## config.mk

```make
export PLATFORM = sky130hd
export DESIGN_NAME = ddo_mul
export DESIGN_NICKNAME = d
export VERILOG_FILES = /design/src/hw/rtl/ddo_pkg.sv /design/src/hw/rtl/ddo_mul.sv
export SDC_FILE = /design/constraint.sdc
export NUM_CORES = 2
export LEC_CHECK = 0
export ABC_AREA = 1
export BUFFER_PORTS_ARGS = -buffer_cell sky130_fd_sc_hd__buf_4
export CORE_MARGIN = 2
export CORE_UTILIZATION = 54
export DETAILED_ROUTE_END_ITERATION = 8
export MAX_ROUTING_LAYER = met4
export PLACE_DENSITY_LB_ADDON = 0.15
export SKIP_LAST_GASP = 1
export SLEW_MARGIN = 20
export SYNTH_ARGS = -nofsm -noshare
export SYNTH_HDL_FRONTEND = slang
export SYNTH_SLANG_ARGS = --single-unit
```

## constraint.sdc

```tcl
create_clock -name clk -period 10.2 [get_ports clk]
set_input_delay 1.02 -clock clk [delete_from_list [all_inputs] [get_ports clk]]
set_output_delay 1.02 -clock clk [all_outputs]
set_load 0.05 [all_outputs]
```

## src/hw/rtl/ddo_pkg.sv

```systemverilog
`timescale 1ns / 1ps
// ----------------------------------------------------------------------------
// ddo_pkg: shared types and constants for the odometry integrator
// Request formats, fixed-point constants and the CORDIC arctangent table.
// ----------------------------------------------------------------------------
package ddo_pkg;

    typedef struct packed {
        logic signed [15:0] rpm_left;
        logic signed [15:0] rpm_right;
        logic        [19:0] step_time;
        logic signed [15:0] gyro_rate;
    } tick_t;

    typedef struct packed {
        logic signed [31:0] pos_x;
        logic signed [31:0] pos_y;
        logic signed [19:0] heading;
        logic signed [31:0] speed_linear;
        logic signed [19:0] turn_step;
        logic               stationary;
    } pose_t;

    localparam int ANGLE_LIMIT     = 411774;
    localparam int TWO_PI_Q        = 411775;
    localparam int PI_Q            = 205887;
    localparam int HALF_PI_Q       = 102944;
    localparam int CORDIC_INV_GAIN = 652032874;
    localparam int GYRO_DIV        = 62500;
    localparam int SPEED_MUL       = 1000000;
    localparam int WORD_MAX        = 2147483647;

    // gyro turn: |t * rate| / 62500 as (|t * rate| >> 2) * ceil(2^46 / 15625) >> 46
    localparam logic [36:0] GYRO_SAT_MAG = 37'd25735937500;
    localparam logic [33:0] GYRO_RECIP   = 34'd4503599628;
    localparam int          GYRO_RSH     = 46;

    localparam int MUL_W     = 34;
    localparam int CORD_W    = 34;
    localparam int DIV_NUM_W = 59;
    localparam int DIV_DEN_W = 28;
    localparam int DIV_CNT_W = $clog2(DIV_NUM_W);

    function automatic logic signed [31:0] atan_q30(input logic [4:0] idx);
        logic signed [31:0] v;
        unique case (idx)
            5'd0:  v = 32'sd843314857;
            5'd1:  v = 32'sd497837829;
            5'd2:  v = 32'sd263043837;
            5'd3:  v = 32'sd133525159;
            5'd4:  v = 32'sd67021687;
            5'd5:  v = 32'sd33543516;
            5'd6:  v = 32'sd16775851;
            5'd7:  v = 32'sd8388437;
            5'd8:  v = 32'sd4194283;
            5'd9:  v = 32'sd2097149;
            5'd10: v = 32'sd1048576;
            5'd11: v = 32'sd524288;
            5'd12: v = 32'sd262144;
            5'd13: v = 32'sd131072;
            5'd14: v = 32'sd65536;
            5'd15: v = 32'sd32768;
            5'd16: v = 32'sd16384;
            5'd17: v = 32'sd8192;
            5'd18: v = 32'sd4096;
            5'd19: v = 32'sd2048;
            5'd20: v = 32'sd1024;
            5'd21: v = 32'sd512;
            5'd22: v = 32'sd256;
            5'd23: v = 32'sd128;
            default: v = 32'sd0;
        endcase
        return v;
    endfunction

endpackage

```

## src/hw/rtl/ddo_mul.sv

```systemverilog
`timescale 1ns / 1ps
// ----------------------------------------------------------------------------
// ddo_mul: shared signed multiplier
// One signed multiply per cycle with a registered product.
// ----------------------------------------------------------------------------
module ddo_mul (
    input  logic                                clk,
    input  logic signed [ddo_pkg::MUL_W-1:0]    a,
    input  logic signed [ddo_pkg::MUL_W-1:0]    b,
    output logic signed [2*ddo_pkg::MUL_W-1:0]  prod
);
    import ddo_pkg::*;

    logic signed [2*MUL_W-1:0] prod_reg;

    always_ff @(posedge clk)
    begin
        prod_reg <= a * b;
    end

    assign prod = prod_reg;

endmodule

```

* Word level (Yosys, flattened, before mapping) *
Cells that the tools add are included.
Widths: inputs -> output; s select.

storage, ports and cells
  register bits after elaboration = 68
  bits of input ports = 69
  logic and storage cells = 2
  output and inout port bits = 68

operators by class
  multipliers = 1

operators with widths
  operator        count
  $mul 34x34->68  1

* Longest topological paths before layout *
  word-level depth = 1
  depth in mapped cells = 35
  mapped depth without buffers = 33

* Worst setup path before layout *
No wires, ideal clock.

  path type = input to register
  start = input a[33] in the netlist's numbering
  end = register prod_reg[66] (netlist: prod[66])
  path slack = 2357 ps
  data required time = 10088 ps
  library setup time = 112 ps
  buffers on the path = 2
  arrival = 7731 ps
  stages = 24
  path through = clkbuf_1 clkbuf_1 nand2_1 inv_1 fa_1 fa_1 fa_1 fa_1 inv_1 fa_1 fa_1 inv_1 fa_1 fa_1 ha_1 nand2_1 nor2_1 inv_1 nor2_2 nand2_1 nor3_1 nand2_2 nand3_1 nand2_1

between the ends
  word-level cells in the longest chain between the ends = 1

ends and longest elaborated chain
  what                  line           source
  start, declared       ddo_mul.sv:8   input logic signed [ddo_pkg::MUL_W-1:0] a,
  $mul 34x34->68        ddo_mul.sv:18  prod_reg <= a * b;
  end signal, assigned  ddo_mul.sv:18
  end, declared         ddo_mul.sv:14  logic signed [2*MUL_W-1:0] prod_reg;

Every way passes these cells.

* Worst setup path in the final report *
  start = input b[1] in the netlist's numbering
  end = register prod_reg[57] (netlist: prod[57])

between the ends
  word-level cells in the longest chain between the ends = 1

ends and longest elaborated chain
  what             line           source
  start, declared  ddo_mul.sv:9   input logic signed [ddo_pkg::MUL_W-1:0] b,
  $mul 34x34->68   ddo_mul.sv:18

Every way passes these cells.

==> flow_metrics.py <==
metrics = {
    "outcome": {
        "outcome": "finished clean",
    },
    "detailed_routing": {
        "avgRoutedWirePerCell_microns": 17.9,
        "num_vias": 34800,
        "drt_pre_antenna_iters": 6,
        "antenna_left": 0,
        "viasPerCell": 4.96,
        "drt_iter0_markers": 1947,
        "wirelength_microns": 126000,
        "drc": 0,
    },
    "setup_path": {
        "startpoint_type": "input pin",
        "path_cells": "buf_4 -> nand2_1 -> inv_1 -> fa_1 -> fa_1 -> fa_1 -> fa_1 -> inv_1 -> fa_1 -> fa_1 -> fa_1 -> fa_1 -> inv_1 -> ha_1 -> nand2_1 -> nor2_1 -> inv_1 -> nor2_1 -> nand2_1 -> nor3_1 -> nand2_1 -> nand4_1 -> nand2_1",
        "cp_slowest_cell": "fa_1",
        "max_stage_delay_ns": 1.28,
        "critPathRequiredTime_ns": 10.44,
        "critPathMaxFanout": 34,
        "arrival_ns": 8.60,
        "startpoint": "b[1]",
        "cp-end-kind": "flip-flop",
        "worstSetupPathType": "input pin to flip-flop",
        "cpMostUsedCell": "fa_1",
        "critical_path.endpoint": "prod[57]$_DFF_P_",
    },
    "clocking": {
        "tritoncts": "built",
        "cts_setup_buffers": 0,
        "cts_sinks": 68,
        "clkTransAtPathRegs_ns": 0.06,
        "cts_resized": 0,
        "cts_root_buf": "clkbuf_16",
        "ctsHoldBuffers": 0,
        "cts_made_buffers": 9,
        "ctsLongestPathBuffers": 2,
        "htree_levels": 3,
    },
    "synth": {
        "netlist_instances": 5972,
        "synth-seq-cells": 68,
        "synth_warnings": 0,
        "ys_seq_area_share_pct": 2.95,
        "syn_area_per_cell_sq_um": 7.74,
        "netlist_area_sq_um": 46200,
        "synth_cell_type_count": 32,
        "synth_nets": 7486,
    },
    "place": {
        "place_congestion": 1.02,
        "hpwl_microns": 105000,
        "port_buffers": 136,
    },
    "die": {
        "initial_core_util_pct": 54.4,
        "fp.coreArea_sq_um": 85000,
        "io_pins": 137,
        "dieArea_sq_um": 88000,
        "chipHeight_microns": 297,
        "num_rows": 107,
        "die_w_microns": 297,
    },
    "global_routing": {
        "gr-total-overflow": 0,
        "grt_pass1_vias": 38600,
        "antenna_found_initial": 8,
        "grt_pass1_wl_microns": 208000,
        "grt_usage_pct": 31.8,
        "grt_max_degree": 35,
    },
    "sta": {
        "slew_violations": 0,
        "setup_tns_ns": 0,
        "hold_viol": 0,
        "min_period_over_period_pct": 82.0,
        "setup_viol": 0,
        "fmax_mhz": 120,
        "tightest_slew_ns": 1.12,
        "slew_headroom_pct": 25.5,
        "final.min_clock_period_ns": 8.37,
        "rsz0062_at_grt": "no",
    },
    "cells_and_area": {
        "area_growth_pct": 4.00,
        "largest_reg_flops": 68,
        "fin_nets": 7369,
        "drive_above_1_share_pct": 3.72,
    },
    "run": {
        "drv_cap": 0,
    },
    "min_path": {
        "hold_path_class": "input pin to flip-flop",
    },
}
## cell usage after synthesis (all sizes together)
library cell / instances / share of area, %
nand3: 77 / 0.91
dfxtp: 68 / 2.9
nor4: 1 / 0.027
and2: 1 / 0.014
or2: 8 / 0.11
inv: 2119 / 17
buf: 2 / 0.016
nand4: 19 / 0.26
nand3b: 3 / 0.049
nand2: 1683 / 14
o21bai: 11 / 0.18
xor2: 33 / 0.63
a21oi: 63 / 0.71
ha: 204 / 5.5
o21ai: 19 / 0.21
clkbuf: 269 / 2.2
o21a: 1 / 0.016
nor3: 22 / 0.34
fa: 1241 / 54
a21o: 1 / 0.016
xnor2: 2 / 0.038
nand2b: 1 / 0.014
nor2: 124 / 1.1
## cell families after synthesis
logic type               synth area share, %
XOR/XNOR                               0.663
AND/OR/NAND/NOR                         16.6
flip-flops                              2.95
AO/OA/AOI/OAI                           1.13
adder cells (fa/ha/maj)                 59.3
buffers and inverters                   19.4
## per-stage QoR
step / util, % / std cells / setup WS (ns) / hold WS [ns] / area, sq um
after floorplan: - / 5972 / 2.36 / 1.30 / 46200
after global placement: 56.1 / 6988 / 1.59 / 1.47 / 47700
after detailed placement: 56.1 / 6988 / 1.49 / 1.47 / 47700
after CTS: 56.5 / 7003 / 1.82 / 1.14 / 48100
after global routing: 56.5 / 7011 / 1.39 / 1.19 / 48100
final: 56.5 / 7011 / 1.83 / 1.13 / 48100
## cell type report
cell class,count,area (sq um)
clock inverter,4,97.6
multi-input combinational,3514,35900
fill,8056,36900
sequential,68,1360
inverter,2119,7950
antenna,8,20.0
clock buffer,11,243
timing repair buffer,143,1070
tap,1144,1430
## worst max-delay path, delay by kind of cell
| kind | cells | cell delay, ns |
|---|---|---|
| adder cells (fa/ha/maj) | 9 | 5.55 |
| buffers and inverters | 5 | 0.81 |
| AND/OR/NAND/NOR | 9 | 1.16 |
## cells in the final DEF, fill, tap and decap left out, types with 8 or more instances in the layout
master     instances
a21oi_1           59
buf_4            143
clkbuf_16          9
dfxtp_1           68
diode_2            8
fa_1            1241
ha_1             204
inv_1           2115
nand2_1         1661
nand2_2           20
nand3_1           70
nand4_1           19
nor2_1           115
nor2_2             9
nor3_1            15
o21ai_0           18
o21bai_1          11
or2_2              8
xor2_1            33
## per-layer routing
metal / part of all wire [%] / GRT usage [%]
met1: 39 / 38.7
met2: 51 / 55.4
met3: 5.5 / 3.17
met4: 3.8 / 10.7
met5: 0 / -
## worst min path at each step
stage	to	slack [ns]	start	cells past startpoint
finish	prod[0]$_DFF_P_	1.13	a[0]	3
global route	prod[0]$_DFF_P_	1.19	a[0]	3
CTS	prod[0]$_DFF_P_	1.14	a[0]	3
detailed placement	prod[36]	1.47	prod[36]$_DFF_P_	1
global placement	prod[1]	1.47	prod[1]$_DFF_P_	1
floorplan	prod[0]$_DFF_P_	1.30	a[0]	3
Power is left out: the tool's default activity adds up to more than one toggle a clock period on the data nets, which glitch-free logic cannot reach.
