<file path="config.mk">
export PLATFORM = sky130hd
export DESIGN_NAME = ddo_div
export DESIGN_NICKNAME = d
export VERILOG_FILES = /design/src/hw/rtl/ddo_pkg.sv /design/src/hw/rtl/ddo_div.sv
export SDC_FILE = /design/constraint.sdc
export NUM_CORES = 1
export LEC_CHECK = 0
export BUFFER_PORTS_ARGS = -buffer_cell sky130_fd_sc_hd__buf_2
export CAP_MARGIN = 5
export CORE_UTILIZATION = 59
export DETAILED_ROUTE_END_ITERATION = 6
export PLACE_DENSITY = 0.89
export SLEW_MARGIN = 30
export SYNTH_ARGS = -nofsm -noshare
export SYNTH_HDL_FRONTEND = slang
export SYNTH_SLANG_ARGS = --single-unit
</file>
<file path="constraint.sdc">
create_clock -name clk -period 7.4 [get_ports clk]
set_input_delay 1.11 -clock clk [delete_from_list [all_inputs] [get_ports clk]]
set_output_delay 1.11 -clock clk [all_outputs]
set_load 0.005 [all_outputs]
</file>
<file path="src/hw/rtl/ddo_pkg.sv">
`timescale 1ns / 1ps
// ----------------------------------------------------------------------------
// ddo_pkg: shared types and constants for the odometry integrator
// Request formats, fixed-point constants and the CORDIC arctangent table.
// ----------------------------------------------------------------------------
package ddo_pkg;

    typedef struct packed {
        logic signed [15:0] rpm_left;
        logic signed [15:0] rpm_right;
        logic        [19:0] step_time;
        logic signed [15:0] gyro_rate;
    } tick_t;

    typedef struct packed {
        logic signed [31:0] pos_x;
        logic signed [31:0] pos_y;
        logic signed [19:0] heading;
        logic signed [31:0] speed_linear;
        logic signed [19:0] turn_step;
        logic               stationary;
    } pose_t;

    localparam int ANGLE_LIMIT     = 411774;
    localparam int TWO_PI_Q        = 411775;
    localparam int PI_Q            = 205887;
    localparam int HALF_PI_Q       = 102944;
    localparam int CORDIC_INV_GAIN = 652032874;
    localparam int GYRO_DIV        = 62500;
    localparam int SPEED_MUL       = 1000000;
    localparam int WORD_MAX        = 2147483647;

    // gyro turn: |t * rate| / 62500 as (|t * rate| >> 2) * ceil(2^46 / 15625) >> 46
    localparam logic [36:0] GYRO_SAT_MAG = 37'd25735937500;
    localparam logic [33:0] GYRO_RECIP   = 34'd4503599628;
    localparam int          GYRO_RSH     = 46;

    localparam int MUL_W     = 34;
    localparam int CORD_W    = 34;
    localparam int DIV_NUM_W = 59;
    localparam int DIV_DEN_W = 28;
    localparam int DIV_CNT_W = $clog2(DIV_NUM_W);

    function automatic logic signed [31:0] atan_q30(input logic [4:0] idx);
        logic signed [31:0] v;
        unique case (idx)
            5'd0:  v = 32'sd843314857;
            5'd1:  v = 32'sd497837829;
            5'd2:  v = 32'sd263043837;
            5'd3:  v = 32'sd133525159;
            5'd4:  v = 32'sd67021687;
            5'd5:  v = 32'sd33543516;
            5'd6:  v = 32'sd16775851;
            5'd7:  v = 32'sd8388437;
            5'd8:  v = 32'sd4194283;
            5'd9:  v = 32'sd2097149;
            5'd10: v = 32'sd1048576;
            5'd11: v = 32'sd524288;
            5'd12: v = 32'sd262144;
            5'd13: v = 32'sd131072;
            5'd14: v = 32'sd65536;
            5'd15: v = 32'sd32768;
            5'd16: v = 32'sd16384;
            5'd17: v = 32'sd8192;
            5'd18: v = 32'sd4096;
            5'd19: v = 32'sd2048;
            5'd20: v = 32'sd1024;
            5'd21: v = 32'sd512;
            5'd22: v = 32'sd256;
            5'd23: v = 32'sd128;
            default: v = 32'sd0;
        endcase
        return v;
    endfunction

endpackage

</file>
<file path="src/hw/rtl/ddo_div.sv">
`timescale 1ns / 1ps
// ----------------------------------------------------------------------------
// ddo_div: iterative unsigned divider
// Restoring division, one quotient bit per cycle.
// ----------------------------------------------------------------------------
module ddo_div (
    input  logic                              clk,
    input  logic                              rst_n,
    input  logic                              start,
    input  logic [ddo_pkg::DIV_NUM_W-1:0]     num,
    input  logic [ddo_pkg::DIV_DEN_W-1:0]     den,
    output logic                              done,
    output logic [ddo_pkg::DIV_NUM_W-1:0]     quot
);
    import ddo_pkg::*;

    logic                 busy_reg;
    logic                 done_reg;
    logic [DIV_CNT_W-1:0] cnt_reg;
    logic [DIV_DEN_W-1:0] rem_reg;
    logic [DIV_DEN_W-1:0] den_reg;
    logic [DIV_NUM_W-1:0] q_reg;
    logic [DIV_DEN_W:0]   trial;
    logic [DIV_DEN_W:0]   diff;
    logic                 ge;

    always_comb
    begin
        trial = {rem_reg, q_reg[DIV_NUM_W-1]};
        diff  = trial - {1'b0, den_reg};
        ge    = (trial >= {1'b0, den_reg});
    end

    always_ff @(posedge clk or negedge rst_n)
    begin
        if (!rst_n)
        begin
            busy_reg <= 1'b0;
            done_reg <= 1'b0;
            cnt_reg  <= '0;
        end
        else
        begin
            done_reg <= 1'b0;
            if (start)
            begin
                busy_reg <= 1'b1;
                cnt_reg  <= '0;
            end
            else if (busy_reg)
            begin
                cnt_reg <= cnt_reg + 1'b1;
                if (cnt_reg == DIV_CNT_W'(DIV_NUM_W - 1))
                begin
                    busy_reg <= 1'b0;
                    done_reg <= 1'b1;
                end
            end
        end
    end

    always_ff @(posedge clk)
    begin
        if (start)
        begin
            rem_reg <= '0;
            den_reg <= den;
            q_reg   <= num;
        end
        else if (busy_reg)
        begin
            rem_reg <= ge ? diff[DIV_DEN_W-1:0] : trial[DIV_DEN_W-1:0];
            q_reg   <= {q_reg[DIV_NUM_W-2:0], ge};
        end
    end

    assign done = done_reg;
    assign quot = q_reg;

endmodule

</file>
* Word level (Yosys, flattened, before mapping)
Index checks and enable logic that the tools add are counted.
** Operators by class
- Add/sub/neg operators :: 2
- Multiply operators :: 0
- Div/mod/pow operators :: 0
- $lt $le $gt $ge :: 1
- Equal/unequal tests :: 1
- Shift operators :: 0
- Multiplexer cells :: 11
- Bitwise logic cells :: 0
- Reduce and logical (&&, ||, !) cells :: 1
** Operators by type and width (number)
- 2-to-1 mux 59 bit :: 2
- >= comparator 29 x 28 -> 1 bit :: 1
- 2-to-1 mux 28 bit :: 1
- subtractor 28 bit :: 1
- 2-to-1 mux 6 bit :: 2
- adder 6 x 1 -> 6 bit, second input constant :: 1
- equality test 6 bit, second input constant :: 1
- 2-to-1 mux 1 bit :: 6
- nonzero test 2 bit :: 1
** Storage, ports and cells
- Bits in registers :: 123
- Bits in latches :: 0
- Bits in writable memories :: 0
- Bits in read-only memories :: 0
- Logic and storage cells :: 22
- Memories :: 0

* Depth between registers and ports, before layout
- Depth after elaboration :: 4
- Depth in mapped cells :: 13
- Gate-level depth less buffers :: 11

* Least setup slack after synthesis
No wires, ideal clock.
- Path type :: input-to-reg
- From :: input start
- To :: register q_reg[0] (netlist: quot[0]) (enable)
- Arrival :: 2.888 ns
- Path slack :: 4.099 ns
- Stages :: 4
- Cells stage by stage :: clkbuf_1 clkbuf_1 nor2_1 inv_1
** Between the ends
- Cells in the longest elaborated chain, start to end :: 1
** RTL lines
- from (decl) :: RTL line ddo_div.sv:9 : input logic start,
- nonzero test 2 bit (no line)
- to (signal assigned) :: RTL line ddo_div.sv:68 : q_reg <= num;
- to (signal assigned) :: RTL line ddo_div.sv:73 : q_reg <= {q_reg[DIV_NUM_W-2:0], ge};
- to (decl) :: RTL line ddo_div.sv:22 : logic [DIV_NUM_W-1:0] q_reg;
Every way passes these cells.
A chain may end at the register's enable or synchronous reset.

* Worst setup path after layout
- From :: register den_reg[1]
- To :: register rem_reg[4]
** Between the ends
- Cells in the longest elaborated chain, start to end :: 2
** RTL lines
- from (decl) :: RTL line ddo_div.sv:21 : logic [DIV_DEN_W-1:0] den_reg;
- from (signal assigned) :: RTL line ddo_div.sv:67 : den_reg <= den;
- subtractor 28 bit or >= comparator 29 x 28 -> 1 bit (tied branches) :: RTL line ddo_div.sv:30, ddo_div.sv:31
- 2-to-1 mux 28 bit (*) :: RTL line ddo_div.sv:72 : rem_reg <= ge ? diff[DIV_DEN_W-1:0] : trial[DIV_DEN_W-1:0];
- to (signal assigned) :: RTL line ddo_div.sv:72
- to (decl) :: RTL line ddo_div.sv:20 : logic [DIV_DEN_W-1:0] rem_reg;
Mark *: on every way between the ends. The rest lies on a longest branch, timed or not.

==> run_results.csv <==
group,metric,value,unit
power,p_leak,3.52,nW
floorplan,design.core.area,10900,um^2
logic_synthesis,synthesis.nets,698,
sta,relSlewSlack,45.1,%
critical_path,worst_setup_path_end_kind,"flop",
clock_tree,post_cts_buffers,0,
layout,syn_to_final_growth,21.7,%
placed_design,dp_hpwl,10000,um
worst_hold_path,hp-class,"input pin to asynchronous set/reset pin",
sta,whs,410,ps
logic_synthesis,synth_seq_cells,123,
logic_synthesis,syn_area_per_cell,11.5,um^2
logic_synthesis,synth_enable_flop_cells,87,
detailed_routing,drt_pass1_iterations,6,
clock_tree,clk_pin_slew_worst_paths,60,ps
logic_synthesis,yosysTopAreaCellShare,39.3,%
power,p_switching,0.000899,W
critical_path,crit_path_max_fanout,11,
power,max-vdd-ir-drop,239,uV
detailed_routing,post-route-drc-count,0,
critical_path,cp.required,7830,ps
power,p_sw_share,32.7,%
layout,layout.cells.non_filler,875,
sta,setup_viol,0,
power,power_frac_comb,33.1,%
power,p_per_area,340,nW/um^2
power,intPower,0.00185,W
sta,worst_pin_slew,821,ps
placed_design,placed_cells,843,
critical_path,cp-start-kind,"flop",
placed_design,gp_congestion,0.889,
layout,multi_input_area,2990,um^2
power,power,0.00275,W
global_routing,grt_use_total,28.9,%
run_status,status,"finished, final reports clean",
sta,fin_tns_setup,0,ps
logic_synthesis,synth_top_cell_by_area,"edfxtp_1",
logic_synthesis,synth_fa_ha_area_share,5.95,%
placed_design,io_buffers,149,
critical_path,cp_data_arrival_time,3610,ps
clock_tree,cts_tree,"done",
job,cap_violations,0,
logic_synthesis,ys_warn_count,0,
critical_path,critical_path.cell_chain,"inv_1 > ha_1 > nor2b_1 > o31a_1 > o41a_1 > o31ai_2 > a21oi_2 > nor2_1 > nand2_1 > a311oi_1",
layout,seqCellArea,3370,um^2
critical_path,cp_slowest_cell,"nor2_1",
sta,rsz0062_at_grt,"false",
sta,max_freq,315,MHz
floorplan,die_y,108,um
critical_path,crit_path_max_incr_delay,660,ps
global_routing,grt_max_degree,72,
clock_tree,clockBufferDepth,2,
floorplan,io_pins,150,
detailed_routing,wl,16100,um
layout,layout_common_cells,"148 x buf_2, 87 x edfxtp_1, 59 x mux2_2",
logic_synthesis,synth_top_family_by_area,"compound AO/OA/AOI/OAI gates",
layout,insertedDiodeCount,0,
detailed_routing,ant_nets,0,
global_routing,grt_antenna_before_repair,0,
sta,slew_violations,0,
logic_synthesis,synth_mux_area_share,12.6,%
logic_synthesis,ys_seq_area_share,50.8,%
sta,min_period,3180,ps
floorplan,rows,38,
logic_synthesis,synth_xor_area_share,2.90,%
clock_tree,hold_buffers,0,
clock_tree,root_buffer,"clkbuf_8",
global_routing,grt_overflow,0,
floorplan,die_area,11700,um^2
logic_synthesis,synth-simple-area-share,9.87,%
logic_synthesis,synth.distinct_cells,62,
global_routing,grt_pass1_vias,5313,
clock_tree,clk_latency,530,ps
layout,drive_above_1_share,33.5,%
detailed_routing,wire_per_inst,18.4,um
detailed_routing,viasPerCell,5.97,
power,clockPowerShare,32.4,%
detailed_routing,num_vias,5226,
sta,skew,10.5,ps
logic_synthesis,synth_area_leaders,"edfxtp_1 39%, mux2_2 10%, dfxtp_1 8.4%, ha_1 5.7%, dfrtp_1 3.0%",
layout,fill_cells,690,
floorplan,start_util,61.0,%
clock_tree,ctsResizeCount,0,
sta,fin_crit_sh,42.9,%
clock_tree,numCtsBuffers,17,
layout,final_common_cell,"buf_2",
layout,nets,843,
clock_tree,clock_sinks,123,
power,p_seq_share,34.4,%
sta,hold_viol,0,
logic_synthesis,syn_area,6640,um^2
global_routing,grt_pass1_wl,25500,um
logic_synthesis,synth_ff_type,"edfxtp_1",
logic_synthesis,postSynth.asyncResetShare,6.50,%
logic_synthesis,synth_compound_area_share,13.7,%
detailed_routing,drt_iter0_drc,442,
clock_tree,htree_levels,4,
layout,largest_reg_flops,59,
critical_path,path_class,"flop to flop",
floorplan,die_w,108,um
logic_synthesis,syn-instance-count,577,
[area by class of cell]
class,count,area share [%]
sequential,123,41.7
multi-input combinational,388,37.0
timing repair buffer,153,9.63
clock buffer,21,5.31
clock inverter,11,2.37
tap,140,2.17
inverter,39,1.81
[per-stage QoR]
stage / worst slack (ps) / instance area [um^2] / util, %
2_1_floorplan: 4100 / 6640 / -
3_3_place_gp: 4310 / 7460 / 68.5
3_5_place_dp: 4210 / 7460 / 68.5
4_1_cts: 4270 / 8080 / 74.2
5_1_grt: 4060 / 8080 / 74.2
6_report: 4220 / 8080 / 74.2
[worst max-delay path, delay by kind of cell (launching register included)]
family	cells	cell delay (ps)
buffers and inverters	1	80
adder cells (fa/ha/maj)	1	230
flip-flops	1	410
AO/OA/AOI/OAI	5	1440
AND/OR/NAND/NOR	3	930
[cells by family (layout without fill, tap and decap cells)]
logic type | after synthesis | count (layout)
AND/OR/NAND/NOR | 130 | 130
multiplexers | 76 | 76
flip-flops | 123 | 123
adder cells (fa/ha/maj) | 31 | 31
XOR/XNOR | 22 | 22
AO/OA/AOI/OAI | 129 | 129
buffers and inverters | 66 | 224
[power by group through the flow]
stage | clock network [W] | logic [W] | registers, W
after floorplan | 0 | 0.000708 | 0.000932
after global placement | 0 | 0.000852 | 0.000946
after detailed placement | 0 | 0.000879 | 0.000951
after CTS | 0.000898 | 0.000899 | 0.000945
after global routing | 0.000925 | 0.000996 | 0.000959
final | 0.000892 | 0.000911 | 0.000946
[cell usage after synthesis, types with 4 or more instances]
| cell type | count |
|---|---|
| a21o_1 | 13 |
| dfrtp_1 | 8 |
| xor2_1 | 9 |
| xnor2_1 | 13 |
| o21bai_1 | 4 |
| clkbuf_1 | 22 |
| dfxtp_1 | 28 |
| nor3_1 | 4 |
| a21oi_1 | 27 |
| a311oi_1 | 6 |
| nand2b_1 | 7 |
| o21ai_0 | 13 |
| mux2_2 | 59 |
| o31ai_1 | 4 |
| o21ai_1 | 4 |
| mux2i_1 | 16 |
| ha_1 | 30 |
| nand4_1 | 7 |
| or3_1 | 4 |
| edfxtp_1 | 87 |
| nand2_1 | 28 |
| nand3_1 | 8 |
| a211oi_1 | 21 |
| inv_1 | 39 |
| o21a_1 | 10 |
| nor2_1 | 47 |
[metal layers]
layer / vias up / routed length [um] / global-route usage, %
met5: - / 0 / 0
met4: 0 / 411 / 11.4
met3: 39 / 1290 / 9.89
met2: 268 / 8180 / 50.0
met1: 2480 / 6220 / 32.7
li1: 2439 / - / -
[worst paths after layout]
check	end	startpoint	cells past startpoint	slack [ps]
worst min register to register	rem_reg[12]	rem_reg[12]	2	510
min in group clk	rem_reg[12]	rem_reg[12]	2	510
worst max-delay path	rem_reg[4]	den_reg[1]	10	4220
max in group asynchronous	cnt_reg[5]	rst_n	1	6810
worst max register to register	rem_reg[4]	den_reg[1]	10	4220
worst min-delay path	done	rst_n	1	410
No activity file was read; power rests on OpenSTA's default activity.
