--- config.mk ---
export PLATFORM = sky130hd
export DESIGN_NAME = ddo_cordic
export DESIGN_NICKNAME = d
export VERILOG_FILES = /design/src/hw/rtl/ddo_pkg.sv /design/src/hw/rtl/ddo_cordic.sv
export SDC_FILE = /design/constraint.sdc
export NUM_CORES = 1
export LEC_CHECK = 0
export ABC_CLOCK_PERIOD_IN_PS = 11000
export BUFFER_PORTS_ARGS = -buffer_cell sky130_fd_sc_hd__buf_2
export CORE_MARGIN = 2
export CORE_UTILIZATION = 45
export CTS_CLUSTER_DIAMETER = 30
export DETAILED_ROUTE_END_ITERATION = 16
export SLEW_MARGIN = 10
export SYNTH_ARGS = -nofsm -noshare
export SYNTH_HDL_FRONTEND = slang
export SYNTH_SLANG_ARGS = --single-unit
--- constraint.sdc ---
create_clock -name clk -period 11 [get_ports clk]
set_input_delay 0 -clock clk [delete_from_list [all_inputs] [get_ports clk]]
set_output_delay 0 -clock clk [all_outputs]
set_load 0.005 [all_outputs]
--- src/hw/rtl/ddo_pkg.sv ---
`timescale 1ns / 1ps
// ----------------------------------------------------------------------------
// ddo_pkg: shared types and constants for the odometry integrator
// Request formats, fixed-point constants and the CORDIC arctangent table.
// ----------------------------------------------------------------------------
package ddo_pkg;

    typedef struct packed {
        logic signed [15:0] rpm_left;
        logic signed [15:0] rpm_right;
        logic        [19:0] step_time;
        logic signed [15:0] gyro_rate;
    } tick_t;

    typedef struct packed {
        logic signed [31:0] pos_x;
        logic signed [31:0] pos_y;
        logic signed [19:0] heading;
        logic signed [31:0] speed_linear;
        logic signed [19:0] turn_step;
        logic               stationary;
    } pose_t;

    localparam int ANGLE_LIMIT     = 411774;
    localparam int TWO_PI_Q        = 411775;
    localparam int PI_Q            = 205887;
    localparam int HALF_PI_Q       = 102944;
    localparam int CORDIC_INV_GAIN = 652032874;
    localparam int GYRO_DIV        = 62500;
    localparam int SPEED_MUL       = 1000000;
    localparam int WORD_MAX        = 2147483647;

    // gyro turn: |t * rate| / 62500 as (|t * rate| >> 2) * ceil(2^46 / 15625) >> 46
    localparam logic [36:0] GYRO_SAT_MAG = 37'd25735937500;
    localparam logic [33:0] GYRO_RECIP   = 34'd4503599628;
    localparam int          GYRO_RSH     = 46;

    localparam int MUL_W     = 34;
    localparam int CORD_W    = 34;
    localparam int DIV_NUM_W = 59;
    localparam int DIV_DEN_W = 28;
    localparam int DIV_CNT_W = $clog2(DIV_NUM_W);

    function automatic logic signed [31:0] atan_q30(input logic [4:0] idx);
        logic signed [31:0] v;
        unique case (idx)
            5'd0:  v = 32'sd843314857;
            5'd1:  v = 32'sd497837829;
            5'd2:  v = 32'sd263043837;
            5'd3:  v = 32'sd133525159;
            5'd4:  v = 32'sd67021687;
            5'd5:  v = 32'sd33543516;
            5'd6:  v = 32'sd16775851;
            5'd7:  v = 32'sd8388437;
            5'd8:  v = 32'sd4194283;
            5'd9:  v = 32'sd2097149;
            5'd10: v = 32'sd1048576;
            5'd11: v = 32'sd524288;
            5'd12: v = 32'sd262144;
            5'd13: v = 32'sd131072;
            5'd14: v = 32'sd65536;
            5'd15: v = 32'sd32768;
            5'd16: v = 32'sd16384;
            5'd17: v = 32'sd8192;
            5'd18: v = 32'sd4096;
            5'd19: v = 32'sd2048;
            5'd20: v = 32'sd1024;
            5'd21: v = 32'sd512;
            5'd22: v = 32'sd256;
            5'd23: v = 32'sd128;
            default: v = 32'sd0;
        endcase
        return v;
    endfunction

endpackage

--- src/hw/rtl/ddo_cordic.sv ---
`timescale 1ns / 1ps
// ----------------------------------------------------------------------------
// ddo_cordic: iterative CORDIC rotation
// Reduces a Q4.16 angle to the right half plane, then one micro-rotation
// per cycle gives cosine and sine in Q3.30.
// ----------------------------------------------------------------------------
module ddo_cordic #(
    parameter int ITER = 16
) (
    input  logic                              clk,
    input  logic                              rst_n,
    input  logic                              start,
    input  logic signed [20:0]                angle,
    output logic                              done,
    output logic signed [ddo_pkg::CORD_W-1:0] cos_out,
    output logic signed [ddo_pkg::CORD_W-1:0] sin_out
);
    import ddo_pkg::*;

    localparam int IW = $clog2(ITER);

    logic                     busy_reg;
    logic                     done_reg;
    logic                     flip_reg;
    logic [IW-1:0]            i_reg;
    logic signed [CORD_W-1:0] x_reg;
    logic signed [CORD_W-1:0] y_reg;
    logic signed [32:0]       z_reg;
    logic signed [CORD_W-1:0] cos_reg;
    logic signed [CORD_W-1:0] sin_reg;

    logic signed [21:0]       a0, a1, a2, a3, a4, a5;
    logic                     flip_c;
    logic signed [CORD_W-1:0] xs, ys, nx, ny;
    logic signed [32:0]       at, nz;

    always_comb
    begin
        a0 = 22'(angle);
        a1 = (a0 > PI_Q) ? 22'(a0 - TWO_PI_Q) : a0;
        a2 = (a1 > PI_Q) ? 22'(a1 - TWO_PI_Q) : a1;
        a3 = (a2 < -PI_Q) ? 22'(a2 + TWO_PI_Q) : a2;
        a4 = (a3 < -PI_Q) ? 22'(a3 + TWO_PI_Q) : a3;
        flip_c = 1'b0;
        a5 = a4;
        if (a4 > HALF_PI_Q)
        begin
            a5 = 22'(a4 - PI_Q);
            flip_c = 1'b1;
        end
        else if (a4 < -HALF_PI_Q)
        begin
            a5 = 22'(a4 + PI_Q);
            flip_c = 1'b1;
        end
    end

    always_comb
    begin
        xs = x_reg >>> i_reg;
        ys = y_reg >>> i_reg;
        at = 33'(atan_q30(5'(i_reg)));
        if (z_reg >= 0)
        begin
            nx = x_reg - ys;
            ny = y_reg + xs;
            nz = z_reg - at;
        end
        else
        begin
            nx = x_reg + ys;
            ny = y_reg - xs;
            nz = z_reg + at;
        end
    end

    always_ff @(posedge clk or negedge rst_n)
    begin
        if (!rst_n)
        begin
            busy_reg <= 1'b0;
            done_reg <= 1'b0;
            i_reg    <= '0;
        end
        else
        begin
            done_reg <= 1'b0;
            if (start)
            begin
                busy_reg <= 1'b1;
                i_reg    <= '0;
            end
            else if (busy_reg)
            begin
                i_reg <= i_reg + 1'b1;
                if (i_reg == IW'(ITER - 1))
                begin
                    busy_reg <= 1'b0;
                    done_reg <= 1'b1;
                end
            end
        end
    end

    always_ff @(posedge clk)
    begin
        if (start)
        begin
            x_reg    <= CORD_W'(CORDIC_INV_GAIN);
            y_reg    <= '0;
            z_reg    <= 33'(a5) <<< 14;
            flip_reg <= flip_c;
        end
        else if (busy_reg)
        begin
            x_reg <= nx;
            y_reg <= ny;
            z_reg <= nz;
            if (i_reg == IW'(ITER - 1))
            begin
                cos_reg <= flip_reg ? -nx : nx;
                sin_reg <= flip_reg ? -ny : ny;
            end
        end
    end

    assign done    = done_reg;
    assign cos_out = cos_reg;
    assign sin_out = sin_reg;

endmodule

[Yosys cells after proc, flatten, opt, wreduce, memory -nomap -nowiden]
Memory sizes are Yosys's and may differ from the RTL's.
Cells that the tools add are included.
Word-level totals
  output and inout port bits: 69
  memory bits (read-only): 480
  word-level logic and storage cells: 61
  memories: 1
  bits of input ports: 24
  flip-flop bits (word level): 176
Memories
  (no name shown): depth 16, bits a word 30, read ports 1, clocked after Yosys merged registers in 0, wr ports 0, line ddo_pkg.sv:46  | unique case (idx)
Operators by class
  eq/ne operators: 1
  reduce and logical (&&, ||, !) cells: 2
  add/subtract/negate cells: 15
  bitwise logic cells: 1
  mux-type cells: 22
  shift-type cells: 2
  $lt $le $gt $ge: 7
Operator list (count)
  $mux W34: 4
  $mux W33: 3
  $mux W22: 4
  $add A34 B34 Y34: 2
  $neg A34 Y34: 2
  $sshr A34 B4 Y34: 2
  $sub A34 B34 Y34: 2
  $add A22 B20 Y22 const B: 2
  $lt A22 B19 Y1 const B: 2
  $mux W19: 2
  $add A33 B32 Y33: 1
  $ge A33 B1 Y1 const B: 1
  $sub A33 B32 Y33: 1
  $gt A22 B18 Y1 const B: 1
  $gt A22 B19 Y1 const B: 1
  $lt A22 B18 Y1 const B: 1
  $sub A21 B20 Y22 const B: 1
  $sub A22 B20 Y22 const B: 1
  $gt A21 B19 Y1 const B: 1
  $add A19 B19 Y19 const B: 1
  $sub A19 B19 Y19 const B: 1
  $mux W4: 2
  $mux W1: 7
  $add A4 B1 Y4 const B: 1
  4 further kinds: 4

[Logic depth before layout (Yosys ltp)]
Gate-level depths: netlist of the first run.
  depth after elaboration: 12
  gate-level depth with buffers: 45
  depth with buffers taken out: 38

[Worst setup path before layout of the first run]
Ideal clock, no wire load.
  kind: input-to-reg
  from: in angle[9]
  to: reg z_reg[32], data pin
  library setup time: 271 ps
  cell stages on the path: 40
  path slack: 2068 ps
  buffers on the path: 7
  data required time: 10729 ps
  arrival time: 8662 ps
  cells stage by stage: buf_6 or3_4 or4_4 o21ai_4 buf_4 nor2_1 buf_2 xnor2_1 inv_1 ha_1 clkbuf_1 inv_1 a221oi_2 nor2_1 o31a_1 o221a_2 or2_1 a2111o_1 [4 not listed] mux2_2 ha_1 nand2_1 or4_1 buf_2 o211a_1 a21oi_2 a21oi_2 buf_2 xnor2_1 ha_1 inv_1 or4b_1 and3_1 o221a_1 or3_1 a21oi_1 o221ai_1
On the way
  word-level cells in the longest chain between the ends: 12
  elaborated cells on any way between the ends: 19
  those cells by class: add/sub (6); order compare (6); mux (7)
Ends and longest elaborated chain
  from (decl): line ddo_cordic.sv:13  | input logic signed [20:0] angle,
  $sub A21 B20 Y22 or $gt A21 B19 Y1 (tied branches): line ddo_cordic.sv:40  | a1 = (a0 > PI_Q) ? 22'(a0 - TWO_PI_Q) : a0;
  $mux W22 (*): line ddo_cordic.sv:40
  $sub A22 B20 Y22 or $gt A22 B19 Y1 (tied branches): line ddo_cordic.sv:41  | a2 = (a1 > PI_Q) ? 22'(a1 - TWO_PI_Q) : a1;
  $mux W22 (*): line ddo_cordic.sv:41
  $add A22 B20 Y22 or $lt A22 B19 Y1 (tied branches): line ddo_cordic.sv:42  | a3 = (a2 < -PI_Q) ? 22'(a2 + TWO_PI_Q) : a2;
  $mux W22 (*): line ddo_cordic.sv:42
  $add A22 B20 Y22 or $lt A22 B19 Y1 (tied branches): line ddo_cordic.sv:43  | a4 = (a3 < -PI_Q) ? 22'(a3 + TWO_PI_Q) : a3;
  $mux W22 (*): line ddo_cordic.sv:43
  $add A19 B19 Y19 or $lt A22 B18 Y1 (tied branches): line ddo_cordic.sv:53, ddo_cordic.sv:51
  $mux W19: line ddo_cordic.sv:51  | else if (a4 < -HALF_PI_Q)
  $mux W19 (*): line ddo_cordic.sv:46  | if (a4 > HALF_PI_Q)
  $mux W33 (*): line ddo_cordic.sv:107  | if (start)
  to (signal assigned): line ddo_cordic.sv:111  | z_reg <= 33'(a5) <<< 14;
  to (signal assigned): line ddo_cordic.sv:118  | z_reg <= nz;
  to (decl): line ddo_cordic.sv:28  | logic signed [32:0] z_reg;
Every way passes the cells marked *; elsewhere a longest branch is shown, timed or not.
A chain may end at the register's enable or synchronous reset.

[Worst setup path in the final report of the first run]
  from: in angle[7]
  to: reg z_reg[22], data pin
Same word-level chain as after synthesis.

==> results of run 1 <==
## critical path, delay by kind of cell
kind	cells	cell delay, ns
compound gates	14	5.04
simple gates	11	3.09
fa+ha+maj	3	0.77
buf+inv	3	0.48
xor+xnor	2	0.38
mux	1	0.22
## path summary, 6_finish.rpt
| kind | end | slack [ns] |
|---|---|---|
| worst max-delay path | z_reg[22] | 1.33 |
| worst min-delay path | i_reg[1] | 0.48 |
| worst max register to register | sin_out[32] | 1.63 |
| worst min register to register | z_reg[0] | 0.50 |
| max in group asynchronous | i_reg[0] | 10.26 |
| min in group clk | z_reg[0] | 0.50 |
## power by group
group,internal (mW),switching (mW),leakage [nW]
sequential,1.15,0.200,1.58
clock,0.301,0.288,0.256
combinational,2.88,4.07,7.71
## cell families (layout without fill, tap and decap cells)
family,after synthesis,in the layout,share of synthesized area [%]
muxes,169,169,9.38
DFF,176,176,19.8
and+or+nand+nor,1143,1143,24.8
xor gates and xnor gates,292,292,11.5
buffers and inverters,256,251,4.59
adders and majority gates,117,117,6.64
AOI/OAI and AO/OA,770,770,23.3
## cell usage in the layout, fill, tap and decap left out, types with 15 or more instances in the layout
cell type / instances
a211oi_1: 40
a21boi_0: 24
a21o_1: 26
a21oi_1: 143
a31oi_1: 32
and2_1: 38
and3_1: 39
buf_2: 92
buf_4: 29
clkbuf_16: 17
dfxtp_1: 82
edfxtp_1: 88
ha_1: 114
inv_1: 92
mux2_2: 15
mux2i_1: 123
mux4_2: 31
nand2_1: 365
nand2b_1: 30
nand3_1: 73
nand4_1: 21
nor2_1: 286
nor2b_1: 25
nor3_1: 85
nor4_1: 18
o211ai_1: 29
o21a_1: 28
o21ai_0: 220
o31ai_1: 33
o32ai_1: 15
or2_2: 27
or3_1: 49
or4_1: 19
xnor2_1: 218
xor2_1: 73
## timing repair
action                                  4_1_cts  5_1_grt
hold endpoints to repair                     18        0
hold buffers                                  3        0
endpoints found under the setup margin        0        0
setup buffers                                 0        0
## layout make-up
type / count / area [um2] / area share, %
Clock inverter: 11 / 80.1 / 0.336
Tap cell: 664 / 831 / 3.49
Sequential cell: 176 / 4450 / 18.7
Multi-Input combinational cell: 2491 / 16900 / 71.1
Timing Repair Buffer: 124 / 708 / 2.97
Inverter: 95 / 357 / 1.50
Clock buffer: 21 / 460 / 1.93
## cells in the mapped netlist, drive strengths merged (21+ instances only)
cell type  count
and3          39
mux2i        123
inv           93
o31ai         36
o211ai        29
a21oi        148
nand3         74
a211oi        44
a21boi        26
and2          39
o21ai        231
nand2b        30
nor2         287
xor2          73
nand4         21
o21a          28
nor2b         26
nor3          89
xnor2        219
mux4          31
dfxtp         82
or2           31
or3           51
a21o          26
edfxtp        88
nor4          24
a31oi         33
clkbuf       102
nand2        366
ha           114
buf           59
## stage by stage
stage,cells,power [mW],worst slack [ns]
2_1_floorplan,2923,6.79,2.07
5_1_grt,3582,9.78,0.675
3_5_place_dp,3547,8.26,1.02
4_1_cts,3582,8.91,1.50
6_report,3582,8.88,1.33
3_3_place_gp,3547,8.16,1.18
## layer usage
| layer | vias up | GRT usage, % | share of wire, % |
|---|---|---|---|
| met4 | 2 | 9.72 | 3.0 |
| met5 | - | 0 | 0.056 |
| met3 | 118 | 3.01 | 3.5 |
| met1 | 10445 | 34.5 | 44 |
| met2 | 569 | 47.6 | 49 |
| li1 | 10657 | - | - |
==> flow_summary.toml, run 1 <==
[status]
status = "complete, no violations"

[timing]
timing.hold.ws_ns = 0.476
grt_setup_unrepaired = "no"
hold_violations = 0
slew_headroom_pct = 26.0
finalCriticalPeriod_ns = 9.67
setup_viol = 0
worst_slew_pin_slew_ns = 1.10
fin_crit_sh_pct = 87.9
fin_tns_setup_ns = 0
clock_skew_ns = 0.0112
slew_violations = 0
fmax_ghz = 0.103

[clock_network]
clockBufferDepth = 2
cts_tree = "built"
htreeDepth = 4
root_buffer = "clkbuf_16"
path_clk_slew_ns = 0.07
cts.sinks = 176
post_cts_resized = 0
clock_latency_ns = 0.49
cts_made_buffers = 17

[setup_path]
cp.required_ns = 11.32
critPathKind = "in2reg"
cp_slowest_cell = "o22ai_2"
critPathLaunchType = "primary input"
cp.arrival_ns = 9.98
critPathCaptureType = "register"
crit_fanout = 20
crit_path_max_incr_delay_ns = 0.61
setup.worst_path.start = "angle[7]"
r2r_start = "i_reg[0]"
r2r_cells = 32

[detailed_routing]
ant_nets = 0
wl_per_cell_um = 19.6
first_pass_iters = 6
route.vias.total = 21791
drt-vias-per-instance = 6.08
remaining_drc_errors = 0
wl_um = 70200
drt_iter0_drc = 1595

[pwr]
p_per_area_nw_per_um2 = 373
p_leak_nw = 9.55
ir_drop_mv = 0.159

[yosys]
ys_seq_area_share_pct = 19.8
synth.avg_cell_area_um2 = 7.65
synth_edf_count = 88
synth_nets = 3064
yosysWarnings = 0
synth.top_cell.area_share_pct = 11.8
synth_area_leaders = "edfxtp_1, xnor2_1, dfxtp_1"
netlist.top_cell.by_area = "edfxtp_1"
synth_ff_type = "edfxtp_1"
ys_types = 115
netlist_area_um2 = 22400
synth_cells = 2923
ys_ff_latch = 176
synth_async_sr_flop_share_pct = 3.41

[cells_and_area]
nets = 3046
fillers = 4921
post-route-cell-area_um2 = 23800
syn_to_final_growth_pct = 6.42
postLayoutCoreUtil_pct = 48.5
antenna_cells = 0
layout-drive-gt1-share_pct = 10.2

[place]
place.gp.congestion = 0.935
place_area_um2 = 23200
portBuffers = 92
dp.final_hpwl_um = 53800

[flow_run]
drv_cap = 0

[min_path]
hp-class = "in2async"

[global_route]
antenna_found_initial = 1
grt_pass1_wl_um = 111000
grt_pass1_vias = 20396
grt_overflow = 0
grtUsageTotal_pct = 27.2
grt_max_degree = 72

[floorplan]
die_w_um = 227
core_um2 = 49100
initial_core_util_pct = 45.6
die_h_um = 227
die-area_um2 = 51500
io_pins = 93
std_cell_rows = 81
Power figures use the tool's default switching activity.
==> inputs of run 2 (changes only) <==
Settings changed: ABC_CLOCK_PERIOD_IN_PS 11000 to 10200.
Clock period 11 ns to 10.2 ns, I/O delays scaled along.
==> run 2 against run 1 <==
Cell area up 0.98%. Setup slack lost 0.098 ns. Cell count grew 0.53%. Largest cell class unchanged. Largest power group unchanged.
==> flow_summary.toml, run 2 (synthesis gave the netlist of run 1 again) <==
[status]
status = "complete, no violations"

[timing]
setup_viol = 0
clock_skew_ns = 0.0105
slew_headroom_pct = 28.8
fmax_ghz = 0.112
hold_violations = 0
fin_tns_setup_ns = 0
finalCriticalPeriod_ns = 8.96
slew_violations = 0
grt_setup_unrepaired = "no"
fin_crit_sh_pct = 87.9
worst_slew_pin_slew_ns = 1.06

[floorplan]
io_pins = 93
die-area_um2 = 51500
std_cell_rows = 81
initial_core_util_pct = 45.6
core_um2 = 49100
die_h_um = 227
die_w_um = 227

[global_route]
grtUsageTotal_pct = 27.1
antenna_found_initial = 0
grt_pass1_vias = 20715
grt_pass1_wl_um = 112000
grt_max_degree = 72
grt_overflow = 0

[pwr]
p_clk_share_pct = 7.5
p_per_area_nw_per_um2 = 405
power_frac_seq_pct = 14.9
ir_drop_mv = 0.150
p_switching_mw = 4.94
p_int_mw = 4.79
combPwrFrac_pct = 77.5
p_leak_nw = 9.69
switching_share_pct = 50.8

[clock_network]
cts_tree = "built"
cts_made_buffers = 17
htreeDepth = 4
clockBufferDepth = 2
cts.sinks = 176
clock_latency_ns = 0.49
root_buffer = "clkbuf_16"
post_cts_buffers = 0
path_clk_slew_ns = 0.07

[setup_path]
cp_slowest_cell = "or4_1"
r2r_slack_ns = 1.24
cp.arrival_ns = 9.19
r2r_start = "i_reg[0]"
cp.required_ns = 10.42
crit_fanout = 15
critPathLaunchType = "primary input"
crit_path_max_incr_delay_ns = 0.58
critPathKind = "in2reg"
r2r-end = "cos_out[32]"
r2r_cells = 30
critPathCaptureType = "register"

[cells_and_area]
mostFrequentLayoutCell = "nand2_1"
layout-drive-gt1-share_pct = 10.8
nets = 3065
most-common-layout-cells = "nand2_1, nor2_1, o21ai_0"
syn_to_final_growth_pct = 7.47
postLayoutCoreUtil_pct = 49.0
fillers = 4987
antenna_cells = 0

[detailed_routing]
wl_per_cell_um = 19.4
ant_nets = 0
drt_iter0_drc = 1700
drt-vias-per-instance = 6.08
wl_um = 70000
remaining_drc_errors = 0
route.vias.total = 21878
first_pass_iters = 7

[flow_run]
drv_cap = 0

[place]
dp.final_hpwl_um = 54200
portBuffers = 92
place.gp.congestion = 0.941

[min_path]
min_from = "start"
whs_path_depth = 3
hp-class = "in2reg"
hold_end = "i_reg[3]"
run 2: cell types whose count changed in the layout (fill, tap and decap cells not counted):
cell	change
inv_6	+1
clkinv_2	-2
clkbuf_8	-2
clkinvlp_4	-3
bufinv_16	+4
clkbuf_1	-1
clkinv_1	+1
buf_4	+19
inv_8	+2
run 2: how the worst max path moves through the flow:
stage | cells past startpoint | end | startpoint
after floorplan | 40 | z_reg[32] | angle[9]
after global placement | 38 | z_reg[32] | angle[0]
after detailed placement | 38 | z_reg[32] | angle[0]
after CTS | 31 | sin_out[32] | i_reg[0]
after global routing | 32 | sin_out[32] | i_reg[0]
final | 38 | z_reg[32] | angle[0]
run 2: routing by layer:
layer	part of all wire, %	vias up	wire length [um]	track usage [%]
met3	4.6	118	3190	3.29
met4	2.7	0	1900	8.96
met1	43	10458	30400	34.5
met5	0	-	0	0
met2	49	620	34500	47.5
li1	-	10682	-	-
run 2: critical path: cells and delay by family:
kind                     cells  cell delay [ns]
XOR/XNOR                     1             0.15
AND/OR/NAND/NOR             12             3.00
buffers and inverters        6             0.83
multiplexers                 2             0.37
adder cells (fa/ha/maj)      4             1.16
AO/OA/AOI/OAI               13             3.64
run 2: power by group through the flow:
stage / Sequential, mW / Combinational (mW) / Clock [mW]
4_1_cts: 1.45 / 7.55 / 0.752
2_1_floorplan: 1.36 / 5.96 / 0
3_5_place_dp: 1.47 / 7.48 / 0
6_report: 1.45 / 7.54 / 0.734
5_1_grt: 1.48 / 8.44 / 0.777
3_3_place_gp: 1.46 / 7.35 / 0
run 2: area by class of cell:
class                           count  area (um2)  share of cell area (%)
Sequential cell                   176        4450                    18.5
Inverter                           95         357                    1.48
Timing Repair Buffer              143         851                    3.54
Multi-Input combinational cell   2491       16900                    70.4
Tap cell                          664         831                    3.46
Clock inverter                     14         203                   0.843
Clock buffer                       18         429                    1.78
run 2: through the flow:
| step | total power [mW] | hold slack, ns | cell area (um2) | worst slack [ns] | instances |
|---|---|---|---|---|---|
| 2_1_floorplan | 7.32 | -0.296 | 22400 | 1.27 | 2923 |
| 3_3_place_gp | 8.82 | -0.154 | 23400 | 1.07 | 3566 |
| 3_5_place_dp | 8.95 | -0.156 | 23400 | 0.868 | 3566 |
| 4_1_cts | 9.76 | 0.379 | 24000 | 1.23 | 3601 |
| 5_1_grt | 10.7 | 0.420 | 24000 | 0.457 | 3601 |
| 6_report | 9.73 | 0.427 | 24000 | 1.24 | 3601 |
run 2: timing repair:
item	in CTS	in global routing
resized for setup	0	0
hold buffers	3	0
hold endpoints to repair	10	0
